<file path="src/rtl/rbd_pkg.sv">
// rbd_pkg: shared types and constants of the run-length byte decoder.
// Used by rbd_ctrl, rbd_datapath and rle_byte_decoder; depends on nothing.
package rbd_pkg;

  localparam int ADDR_BITS_DEF = 17;
  localparam int LANES_DEF     = 4;

  // Byte lanes carried by one result word.
  localparam int SLOTS       = 4;
  localparam int LANE_IDX_W  = $clog2(SLOTS);
  localparam int LANE_CNT_W  = $clog2(SLOTS + 1);

  localparam int BYTE_W      = 8;
  localparam int CFG_W       = 16;
  localparam int CFG_IDX_W   = 2;
  // row * stride + column stays below 2^32 because row never exceeds 65534.
  localparam int VADDR_W     = 32;

  localparam logic [CFG_IDX_W-1:0] CFG_VERTICAL = 2'd0;
  localparam logic [CFG_IDX_W-1:0] CFG_STRIDE   = 2'd1;
  localparam logic [CFG_IDX_W-1:0] CFG_WRAP     = 2'd2;

  localparam logic [BYTE_W-1:0] END_BYTE    = 8'hFF;
  localparam int                LIT_BIT     = 7;
  localparam logic [BYTE_W-1:0] LIT_MASK    = 8'h7F;
  localparam logic [BYTE_W-1:0] LIT_BIAS    = 8'd1;
  localparam logic [BYTE_W-1:0] REPEAT_BIAS = 8'd2;

  typedef struct packed {
    logic take_byte;
    logic recalc_mul;
    logic recalc_add;
    logic load_lit;
    logic load_rep;
    logic lane_step;
    logic emit_data;
    logic emit_last;
    logic emit_end;
  } cmd_t;

  typedef struct packed {
    logic dirty;
    logic byte_end;
    logic byte_lit;
    logic run_one;
    logic run_zero;
    logic chunk_full;
    logic out_free;
  } sts_t;

endpackage

</file>
<file path="src/rtl/rbd_ctrl.sv">
// rbd_ctrl: sequencer of the run-length byte decoder.
// Tracks the stream phase and drives rbd_datapath; uses rbd_pkg.
module rbd_ctrl (
  input  logic          clk,
  input  logic          rst,
  input  logic          in_valid,
  output logic          in_ready,
  input  rbd_pkg::sts_t sts,
  output rbd_pkg::cmd_t cmd
);

  typedef enum logic [2:0] {
    S_IDLE,
    S_DECODE,
    S_MUL,
    S_ADD,
    S_LANE,
    S_EMIT,
    S_END
  } state_t;

  typedef enum logic [1:0] {
    PH_CTRL,
    PH_REPEAT,
    PH_LITERAL
  } phase_t;

  state_t state, state_next;
  phase_t phase, phase_next;

  assign in_ready = (state == S_IDLE);

  always_comb begin
    cmd        = '0;
    state_next = state;
    phase_next = phase;
    unique case (state)
      S_IDLE: begin
        cmd.take_byte = in_valid;
        if (in_valid) begin
          state_next = S_DECODE;
        end
      end
      S_DECODE: begin
        // refresh the vertical address after any register write
        if (sts.dirty) begin
          state_next = S_MUL;
        end else begin
          unique case (phase)
            PH_CTRL: begin
              if (sts.byte_end) begin
                state_next = S_END;
              end else if (sts.byte_lit) begin
                cmd.load_lit = 1'b1;
                phase_next   = PH_LITERAL;
                state_next   = S_IDLE;
              end else begin
                cmd.load_rep = 1'b1;
                phase_next   = PH_REPEAT;
                state_next   = S_IDLE;
              end
            end
            default: begin
              state_next = S_LANE;
            end
          endcase
        end
      end
      S_MUL: begin
        cmd.recalc_mul = 1'b1;
        state_next     = S_ADD;
      end
      S_ADD: begin
        cmd.recalc_add = 1'b1;
        state_next     = S_DECODE;
      end
      S_LANE: begin
        cmd.lane_step = 1'b1;
        if (phase == PH_LITERAL || sts.chunk_full || sts.run_one) begin
          state_next = S_EMIT;
        end
      end
      S_EMIT: begin
        cmd.emit_last = (phase == PH_LITERAL) || sts.run_zero;
        if (sts.out_free) begin
          cmd.emit_data = 1'b1;
          if (sts.run_zero) begin
            phase_next = PH_CTRL;
          end
          if (phase == PH_LITERAL || sts.run_zero) begin
            state_next = S_IDLE;
          end else begin
            state_next = S_LANE;
          end
        end
      end
      S_END: begin
        if (sts.out_free) begin
          cmd.emit_end = 1'b1;
          phase_next   = PH_CTRL;
          state_next   = S_IDLE;
        end
      end
      default: begin
        state_next = S_IDLE;
      end
    endcase
  end

  always_ff @(posedge clk) begin
    if (rst) begin
      state <= S_IDLE;
      phase <= PH_CTRL;
    end else begin
      state <= state_next;
      phase <= phase_next;
    end
  end

endmodule

</file>
<file path="src/rtl/rbd_datapath.sv">
// rbd_datapath: registers, address counters, lane builder and result register.
// Driven by rbd_ctrl through rbd_pkg::cmd_t; uses rbd_pkg.
module rbd_datapath #(
  parameter int ADDR_BITS = rbd_pkg::ADDR_BITS_DEF,
  parameter int LANES     = rbd_pkg::LANES_DEF
) (
  input  logic                                clk,
  input  logic                                rst,
  input  logic                                cfg_write_en,
  input  logic [rbd_pkg::CFG_IDX_W-1:0]       cfg_index,
  input  logic [rbd_pkg::CFG_W-1:0]           cfg_data,
  input  logic [rbd_pkg::BYTE_W-1:0]          data_byte,
  input  logic                                out_ready,
  input  rbd_pkg::cmd_t                       cmd,
  output rbd_pkg::sts_t                       sts,
  output logic                                out_valid,
  output logic [rbd_pkg::LANE_CNT_W-1:0]      out_count,
  output logic [rbd_pkg::BYTE_W-1:0]          out_val  [rbd_pkg::SLOTS],
  output logic [ADDR_BITS-1:0]                out_addr [rbd_pkg::SLOTS],
  output logic                                out_last,
  output logic                                out_end,
  output logic                                out_ovf
);

  localparam int PER_INT = (LANES < rbd_pkg::SLOTS) ? LANES : rbd_pkg::SLOTS;
  localparam logic [rbd_pkg::LANE_CNT_W-1:0] PER_LANES = rbd_pkg::LANE_CNT_W'(PER_INT);

  // configuration
  logic                        vmode;
  logic [rbd_pkg::CFG_W-1:0]   stride;
  logic [rbd_pkg::CFG_W-1:0]   wrap;
  logic                        dirty;

  // stream state
  logic [rbd_pkg::BYTE_W-1:0]  cur_byte;
  logic [rbd_pkg::BYTE_W-1:0]  run_left;
  logic [ADDR_BITS-1:0]        linear_pos;
  logic [rbd_pkg::CFG_W-1:0]   row_pos;
  logic [rbd_pkg::CFG_W-1:0]   column_pos;
  logic [rbd_pkg::VADDR_W-1:0] vaddr;
  logic [rbd_pkg::VADDR_W-1:0] prod;
  logic                        ovf;

  // lane builder
  logic [rbd_pkg::LANE_CNT_W-1:0] lane_cnt;
  logic [rbd_pkg::BYTE_W-1:0]     build_val  [rbd_pkg::SLOTS];
  logic [ADDR_BITS-1:0]           build_addr [rbd_pkg::SLOTS];

  // address step for one lane
  logic                        v_over;
  logic                        row_wrap;
  logic [rbd_pkg::CFG_W-1:0]   column_inc;
  logic [ADDR_BITS-1:0]        linear_inc;
  logic [ADDR_BITS-1:0]        lane_addr;
  logic                        out_free;

  assign v_over     = |vaddr[rbd_pkg::VADDR_W-1:ADDR_BITS];
  assign row_wrap   = ({1'b0, row_pos} + 17'd1) >= {1'b0, wrap};
  assign column_inc = column_pos + 16'd1;
  assign linear_inc = linear_pos + ADDR_BITS'(1);
  assign lane_addr  = vmode ? vaddr[ADDR_BITS-1:0] : linear_pos;
  assign out_free   = !out_valid || out_ready;

  always_comb begin
    sts            = '0;
    sts.dirty      = dirty;
    sts.byte_end   = (cur_byte == rbd_pkg::END_BYTE);
    sts.byte_lit   = cur_byte[rbd_pkg::LIT_BIT];
    sts.run_one    = (run_left == 8'd1);
    sts.run_zero   = (run_left == 8'd0);
    sts.chunk_full = (lane_cnt + rbd_pkg::LANE_CNT_W'(1)) >= PER_LANES;
    sts.out_free   = out_free;
  end

  always_ff @(posedge clk) begin
    if (rst) begin
      vmode  <= 1'b0;
      stride <= 16'd1;
      wrap   <= 16'd1;
    end else if (cfg_write_en) begin
      unique case (cfg_index)
        rbd_pkg::CFG_VERTICAL: vmode  <= cfg_data[0];
        rbd_pkg::CFG_STRIDE:   stride <= cfg_data;
        rbd_pkg::CFG_WRAP:     wrap   <= cfg_data;
        default: ;
      endcase
    end
  end

  // a write arriving during the refresh wins, so the refresh runs again
  always_ff @(posedge clk) begin
    if (rst) begin
      dirty <= 1'b0;
    end else if (cfg_write_en) begin
      dirty <= 1'b1;
    end else if (cmd.recalc_add) begin
      dirty <= 1'b0;
    end
  end

  always_ff @(posedge clk) begin
    if (cmd.take_byte) begin
      cur_byte <= data_byte;
    end
    if (cmd.recalc_mul) begin
      prod <= rbd_pkg::VADDR_W'(row_pos) * rbd_pkg::VADDR_W'(stride);
    end
  end

  always_ff @(posedge clk) begin
    if (rst) begin
      run_left   <= '0;
      linear_pos <= '0;
      row_pos    <= '0;
      column_pos <= '0;
      vaddr      <= '0;
      ovf        <= 1'b0;
    end else begin
      if (cmd.load_lit) begin
        run_left <= (cur_byte & rbd_pkg::LIT_MASK) + rbd_pkg::LIT_BIAS;
      end else if (cmd.load_rep) begin
        run_left <= cur_byte + rbd_pkg::REPEAT_BIAS;
      end
      if (cmd.recalc_add) begin
        vaddr <= prod + {16'd0, column_pos};
      end
      if (cmd.lane_step) begin
        run_left <= run_left - 8'd1;
        if (vmode) begin
          if (v_over) begin
            ovf <= 1'b1;
          end
          if (row_wrap) begin
            row_pos    <= '0;
            column_pos <= column_inc;
            vaddr      <= {16'd0, column_inc};
            if (column_inc == 16'd0) begin
              ovf <= 1'b1;
            end
          end else begin
            row_pos <= row_pos + 16'd1;
            vaddr   <= vaddr + {16'd0, stride};
          end
        end else begin
          linear_pos <= linear_inc;
          if (linear_inc == '0) begin
            ovf <= 1'b1;
          end
        end
      end
      if (cmd.emit_end) begin
        run_left   <= '0;
        linear_pos <= '0;
        row_pos    <= '0;
        column_pos <= '0;
        vaddr      <= '0;
        ovf        <= 1'b0;
      end
    end
  end

  // gather lanes; clear them as they move to the result register
  always_ff @(posedge clk) begin
    if (rst || cmd.emit_data) begin
      lane_cnt <= '0;
      for (int i = 0; i < rbd_pkg::SLOTS; i++) begin
        build_val[i]  <= '0;
        build_addr[i] <= '0;
      end
    end else if (cmd.lane_step) begin
      build_val[lane_cnt[rbd_pkg::LANE_IDX_W-1:0]]  <= cur_byte;
      build_addr[lane_cnt[rbd_pkg::LANE_IDX_W-1:0]] <= lane_addr;
      lane_cnt <= lane_cnt + rbd_pkg::LANE_CNT_W'(1);
    end
  end

  always_ff @(posedge clk) begin
    if (rst) begin
      out_valid <= 1'b0;
    end else if (cmd.emit_data || cmd.emit_end) begin
      out_valid <= 1'b1;
    end else if (out_ready) begin
      out_valid <= 1'b0;
    end
  end

  always_ff @(posedge clk) begin
    if (cmd.emit_data) begin
      out_count <= lane_cnt;
      out_val   <= build_val;
      out_addr  <= build_addr;
      out_last  <= cmd.emit_last;
      out_end   <= 1'b0;
      out_ovf   <= ovf;
    end else if (cmd.emit_end) begin
      out_count <= '0;
      for (int i = 0; i < rbd_pkg::SLOTS; i++) begin
        out_val[i]  <= '0;
        out_addr[i] <= '0;
      end
      out_addr[0] <= lane_addr;
      out_last    <= 1'b1;
      out_end     <= 1'b1;
      out_ovf     <= ovf || (vmode && v_over);
    end
  end

endmodule

</file>
<file path="src/rtl/rle_byte_decoder.sv">
// rle_byte_decoder: top level of the PackBits-style run-length byte decoder.
// Instantiates rbd_ctrl and rbd_datapath; uses rbd_pkg.
//
// Takes one compressed byte per input word and returns decoded bytes with their
// output addresses, up to four per result word. A control byte passes the idle
// and decode states, the end byte also the end state, a literal byte idle,
// decode, lane and emit; a repeat steps the address unit one byte lane per
// cycle in the lane state and loads each result word in the emit state. The
// first byte after a register write also passes the multiply and add states
// while row * stride + column is rebuilt. A finished result waits in the output
// register while the next byte is already taken in; a result that finds the
// register still full holds the sequencer until the receiver takes the word.
module rle_byte_decoder #(
  parameter int ADDR_BITS = rbd_pkg::ADDR_BITS_DEF,
  parameter int LANES     = rbd_pkg::LANES_DEF
) (
  input  logic                            clk,
  input  logic                            rst,
  input  logic                            cfg_write_en,
  input  logic [rbd_pkg::CFG_IDX_W-1:0]   cfg_index,
  input  logic [rbd_pkg::CFG_W-1:0]       cfg_data,
  input  logic                            in_valid,
  output logic                            in_ready,
  input  logic [rbd_pkg::BYTE_W-1:0]      data_byte,
  output logic                            out_valid,
  input  logic                            out_ready,
  output logic [rbd_pkg::LANE_CNT_W-1:0]  lane_count,
  output logic [rbd_pkg::BYTE_W-1:0]      value_zero,
  output logic [rbd_pkg::BYTE_W-1:0]      value_one,
  output logic [rbd_pkg::BYTE_W-1:0]      value_two,
  output logic [rbd_pkg::BYTE_W-1:0]      value_three,
  output logic [ADDR_BITS-1:0]            addr_zero,
  output logic [ADDR_BITS-1:0]            addr_one,
  output logic [ADDR_BITS-1:0]            addr_two,
  output logic [ADDR_BITS-1:0]            addr_three,
  output logic                            last_of_item,
  output logic                            stream_end,
  output logic                            overflow
);

  rbd_pkg::cmd_t              cmd;
  rbd_pkg::sts_t              sts;
  logic [rbd_pkg::BYTE_W-1:0] out_val  [rbd_pkg::SLOTS];
  logic [ADDR_BITS-1:0]       out_addr [rbd_pkg::SLOTS];

  rbd_ctrl u_ctrl (
    .clk      (clk),
    .rst      (rst),
    .in_valid (in_valid),
    .in_ready (in_ready),
    .sts      (sts),
    .cmd      (cmd)
  );

  rbd_datapath #(
    .ADDR_BITS (ADDR_BITS),
    .LANES     (LANES)
  ) u_datapath (
    .clk          (clk),
    .rst          (rst),
    .cfg_write_en (cfg_write_en),
    .cfg_index    (cfg_index),
    .cfg_data     (cfg_data),
    .data_byte    (data_byte),
    .out_ready    (out_ready),
    .cmd          (cmd),
    .sts          (sts),
    .out_valid    (out_valid),
    .out_count    (lane_count),
    .out_val      (out_val),
    .out_addr     (out_addr),
    .out_last     (last_of_item),
    .out_end      (stream_end),
    .out_ovf      (overflow)
  );

  assign value_zero  = out_val[0];
  assign value_one   = out_val[1];
  assign value_two   = out_val[2];
  assign value_three = out_val[3];
  assign addr_zero   = out_addr[0];
  assign addr_one    = out_addr[1];
  assign addr_two    = out_addr[2];
  assign addr_three  = out_addr[3];

endmodule
</file>
<file path="config.mk">
export PLATFORM = sky130hd
export DESIGN_NAME = rle_byte_decoder
export DESIGN_NICKNAME = d
export VERILOG_FILES = /design/src/rtl/rbd_pkg.sv /design/src/rtl/rbd_ctrl.sv /design/src/rtl/rbd_datapath.sv /design/src/rtl/rle_byte_decoder.sv
export SDC_FILE = /design/constraint.sdc
export NUM_CORES = 1
export LEC_CHECK = 0
export ABC_AREA = 1
export BUFFER_PORTS_ARGS = -buffer_cell sky130_fd_sc_hd__buf_4
export CAP_MARGIN = 20
export CORE_MARGIN = 2
export CORE_UTILIZATION = 43
export DETAILED_ROUTE_END_ITERATION = 7
export PLACE_DENSITY = 0.58
export REMOVE_ABC_BUFFERS = 1
export SLEW_MARGIN = 20
export SYNTH_ARGS = -nofsm -noshare
export SYNTH_HDL_FRONTEND = slang
export SYNTH_SLANG_ARGS = --single-unit
</file>
<file path="constraint.sdc">
create_clock -name clk -period 9.9 [get_ports clk]
set_input_delay 1.98 -clock clk [delete_from_list [all_inputs] [get_ports clk]]
set_output_delay 1.98 -clock clk [all_outputs]
set_load 0.05 [all_outputs]
</file>
==> results list <==
* Horizontal extent of the die: 258 um
- After detailed placement, the total cell area comes to between 0.02 and 0.03 mm2.
- Number of standard cells after synthesis: between 3000 and 4000
* Capturing point of the worst reg2reg path: u_datapath.prod[29]$_DFFE_PP_
* N_diodes: 0
- Die ar.: roughly 0.066 mm2
- Worst Path Buf+Inv: 4
* Power density over cell area: 118 mW/mm2
- The clock tree synthesis step divided the H-tree into 2 levels.
- The most common cell in the synthesized netlist is nand2_1.
* Avg Vias per Cell: 4.97
- The HPWL after detailed placement is 55600 um.
- Max-slew violation count: 0
- Post-synthesis instance area: 0.0277 mm2
- In this run the static leakage power is ~15 nW.
- Multi-input combinational cell area: 0.0154 mm2
- Post-CTS Setup Inserts: 0
- Hold Violations, Final: 0
- After filler insertion, the fill cell instance count of the layout stands at around 6500.
- Startpoint types: register
- Wire length of the first global-routing pass: 119000 um
- The clock period could shrink to 6.30 ns.
* GP Congestion: roughly 0.95
* Clock root buffer: clkbuf_16
* Post-route DRC violation count: 0
* Max incr delay on CP: about 0.93 ns
- The number of antenna violations at the first check in global routing was 0.
* Length in cells of the worst reg-to-reg path: 22
- All-Layer GR Usage: 0.223
- Library cell contributing the largest single delay on the critical path: dfxtp_1
- Max frequency: approximately 0.16 GHz
* Family of cells with the greatest summed delay on the critical path: adder cells
* Ratio of cells with drive above 1 in the final layout: 0.0736
- Total power consumption of the routed design: about 3.6 mW
- Setup repair after global routing left no endpoint under its margin.
- Clock tree from TritonCTS: done
- Worst Hold Margin: ~0.45 ns
- between 100 and 150 I/O pins were placed.
- In this run the tightest slew margin relative to its limit is 0.245.
- The path class of the tightest hold or removal check is register to register.
- Fraction of the cycle the final worst path needs: 0.636
- Fraction of registers with async set or reset after synthesis: 0
* Post-detailed-routing wire length: roughly 74000 um
- In the final routed layout, each cell accounts on average for between 15 and 20 um.
* Resized Gates After CTS: 0
* Num rows: between 90 and 100
- Endpoint of the worst hold path: u_datapath.build_val[17]$_SDFFE_PP0P_
- Area taken by flip-flops and latches: approximately 0.0090 mm2
- Worst setup slack for register-to-register paths: 3.60 ns
- The share of synthesized area in the top cell type comes to 0.169.
- Warnings, synthesis: 0
* Summed negative setup slack over all endpoints: 0 ns
- Count of vias placed by the detailed router: between 20000 and 25000
* Number of max-cap violations: 0
- Of the synthesized area, sequential elements account for 0.326.
- Clock skew on the completed layout was measured at 0.0355 ns.
* Clock input transition at the sequential cells of the worst setup and hold paths: approximately 0.06 ns
* Seq cells post-synth: between 300 and 400
- Library cell appearing most often on the critical path: fa_1
* Number of input and output port buffers inserted: 138
* Arrival time worst endpoint: approximately 6.7 ns
* Top cells by count, synth: nand2_1, inv_1, nor2_1
* Final Instance Area: about 0.031 mm2
* Worst slew pin tran: about 1.1 ns
* Area growth, synth to finish: 10.9%
- Worst Setup Path Type: register to register
- Run status: complete, no violations
- The total area inside the core boundary comes to around 0.064 mm2.
* Number of violations reported at the end of detailed-routing iteration 0: roughly 1500
- Post-synthesis cell type with the largest combined area: dfxtp_1
- Number of enable-type register cells in the synthesized netlist: between 100 and 150
- Primary flip-flop cell chosen by synthesis mapping: dfxtp_1
- Critical Path, Cell by Cell: nand2_1 > fa_1 > inv_1 > fa_1 > fa_1 > fa_1 > fa_1 > inv_1 > fa_1 > inv_1 > ha_1 > nand2_1 > nor2_1 > inv_1 > nor3_1 > nand4_1 > nand3_1 > nand3_1 > nand2_1 > nand2_1 > nand3_1 > nand2_1
- The first detailed-routing pass took 6 iterations.
- Remaining global-route overflow: 0
* Final standard cell count with taps included and fillers excluded: between 4000 and 5000
* Launch instance of the worst min-delay path: u_datapath.build_val[17]$_SDFFE_PP0P_
* Number of different library cells in the post-synthesis netlist: 51
* Pin count of the biggest net entering global routing: around 100
- Each instance of the synthesized netlist takes up on average about 7.7 um2.
- Max Root-Sink Buffers: 3
* Vias in the first global route: 21632
- Maximum vdd drop: about 0.00011 V
- The critical path runs through a total of 22 cells.
- In this run the critical register-to-register path is launched from u_datapath.row_pos[9]$_SDFFE_PP0P_.
- At the end of the flow, the number of nets in the layout was around 4000.
- Remaining antenna violation count: 0
- Setup crit end kind: register
- Along the worst path, the maximum fanout reaches 21.
- Worst skew pair latency: 0.60 ns
* Die H: approximately 260 um
- Buffers inserted during clock tree synthesis total between 40 and 50.
* Effective utilization at floorplan: 0.432
- CTS saw 379 sinks.
- By area the synthesized netlist is led by dfxtp_1, edfxtp_1, fa_1.
- Setup violations remaining at the end of the flow were counted as 0.
- Hold path cells: 2
- The number of hold buffers added after CTS was 0.
* Data required, critical path: 10.25 ns
- Post-placement cell count: 4473
-- per-layer routing --
layer	part of all wire	vias to the layer above	wire length [um]	global-route usage
met3	0.041	109	3040	0.0234
li1	-	11389	-	-
met2	0.48	515	35500	0.379
met5	0	-	0	0
met4	0.030	0	2220	0.0708
met1	0.45	10621	33200	0.299
-- layout by cell type, fill, tap and decap left out, drive strengths merged, types with 39 or more instances in the layout --
master,Yosys,routed
nand3,137,137
edfxtp,145,145
nor2,321,321
a21oi,262,262
nand4,39,39
fa,196,196
dfxtp,234,234
inv,708,707
buf,61,153
o21ai,273,273
xor2,48,48
nand2,783,783
ha,165,165
clkbuf,89,46
-- tightest hold or removal path: stages, from the launching register on --
cell	delay [ns]
dfxtp_1	0.29
inv_1	0.06
a21oi_1	0.05
-- kinds of logic after synthesis --
kind of cell | count (synthesis) | synth area share
simple gates | 1343 | 0.201
compound gates | 595 | 0.113
flops | 379 | 0.326
fa+ha+maj | 361 | 0.216
buf+inv | 860 | 0.119
xor+xnor | 77 | 0.0243
-- report_power, final --
group	internal, mW	switching, mW	total (mW)
clock	0.908	0.689	1.60
combinational	0.102	0.219	0.321
sequential	1.66	0.0645	1.72
total	2.67	0.972	3.64
-- per-stage QoR --
stage	util	worst slack, ns
6_report	0.479	3.60
5_1_grt	0.479	3.20
4_1_cts	0.479	3.62
3_5_place_dp	0.457	3.61
3_3_place_gp	0.457	3.67
2_1_floorplan	-	2.16
-- state kept, by name, indices dropped and copies added (netlist names), 2 cells and up --
register               cells
u_datapath.linear_pos     17
u_datapath.build_addr     68
u_ctrl.state               3
u_ctrl.phase               2
u_datapath.out_addr       68
u_datapath.wrap           16
u_datapath.stride         16
u_datapath.row_pos        16
u_datapath.prod           32
u_datapath.build_val      32
u_datapath.lane_cnt        3
u_datapath.column_pos     16
u_datapath.out_val        32
u_datapath.cur_byte        8
u_datapath.vaddr          32
u_datapath.out_count       3
u_datapath.run_left        8
-- how the worst max path moves through the flow --
| stage | startpoint | slack (ns) | end |
|---|---|---|---|
| floorplan | out_ready | 2.16 | u_datapath.out_addr[0]$_SDFFCE_PN0P_ |
| global placement | u_datapath.row_pos[9]$_SDFFE_PP0P_ | 3.67 | u_datapath.prod[29]$_DFFE_PP_ |
| detailed placement | u_datapath.row_pos[9]$_SDFFE_PP0P_ | 3.61 | u_datapath.prod[29]$_DFFE_PP_ |
| CTS | u_datapath.row_pos[9]$_SDFFE_PP0P_ | 3.62 | u_datapath.prod[29]$_DFFE_PP_ |
| global route | u_datapath.row_pos[9]$_SDFFE_PP0P_ | 3.20 | u_datapath.prod[29]$_DFFE_PP_ |
| finish | u_datapath.row_pos[9]$_SDFFE_PP0P_ | 3.60 | u_datapath.prod[29]$_DFFE_PP_ |
-- cell type report --
class / count / share of cell area
inverters: 710 / 0.0869
clock inverters: 32 / 0.0105
flip-flops and latches: 379 / 0.294
clock buffers: 46 / 0.0353
well taps: 855 / 0.0348
repair buffers: 153 / 0.0374
multi-input cells: 2376 / 0.501
(Power assumes the default switching activity.)
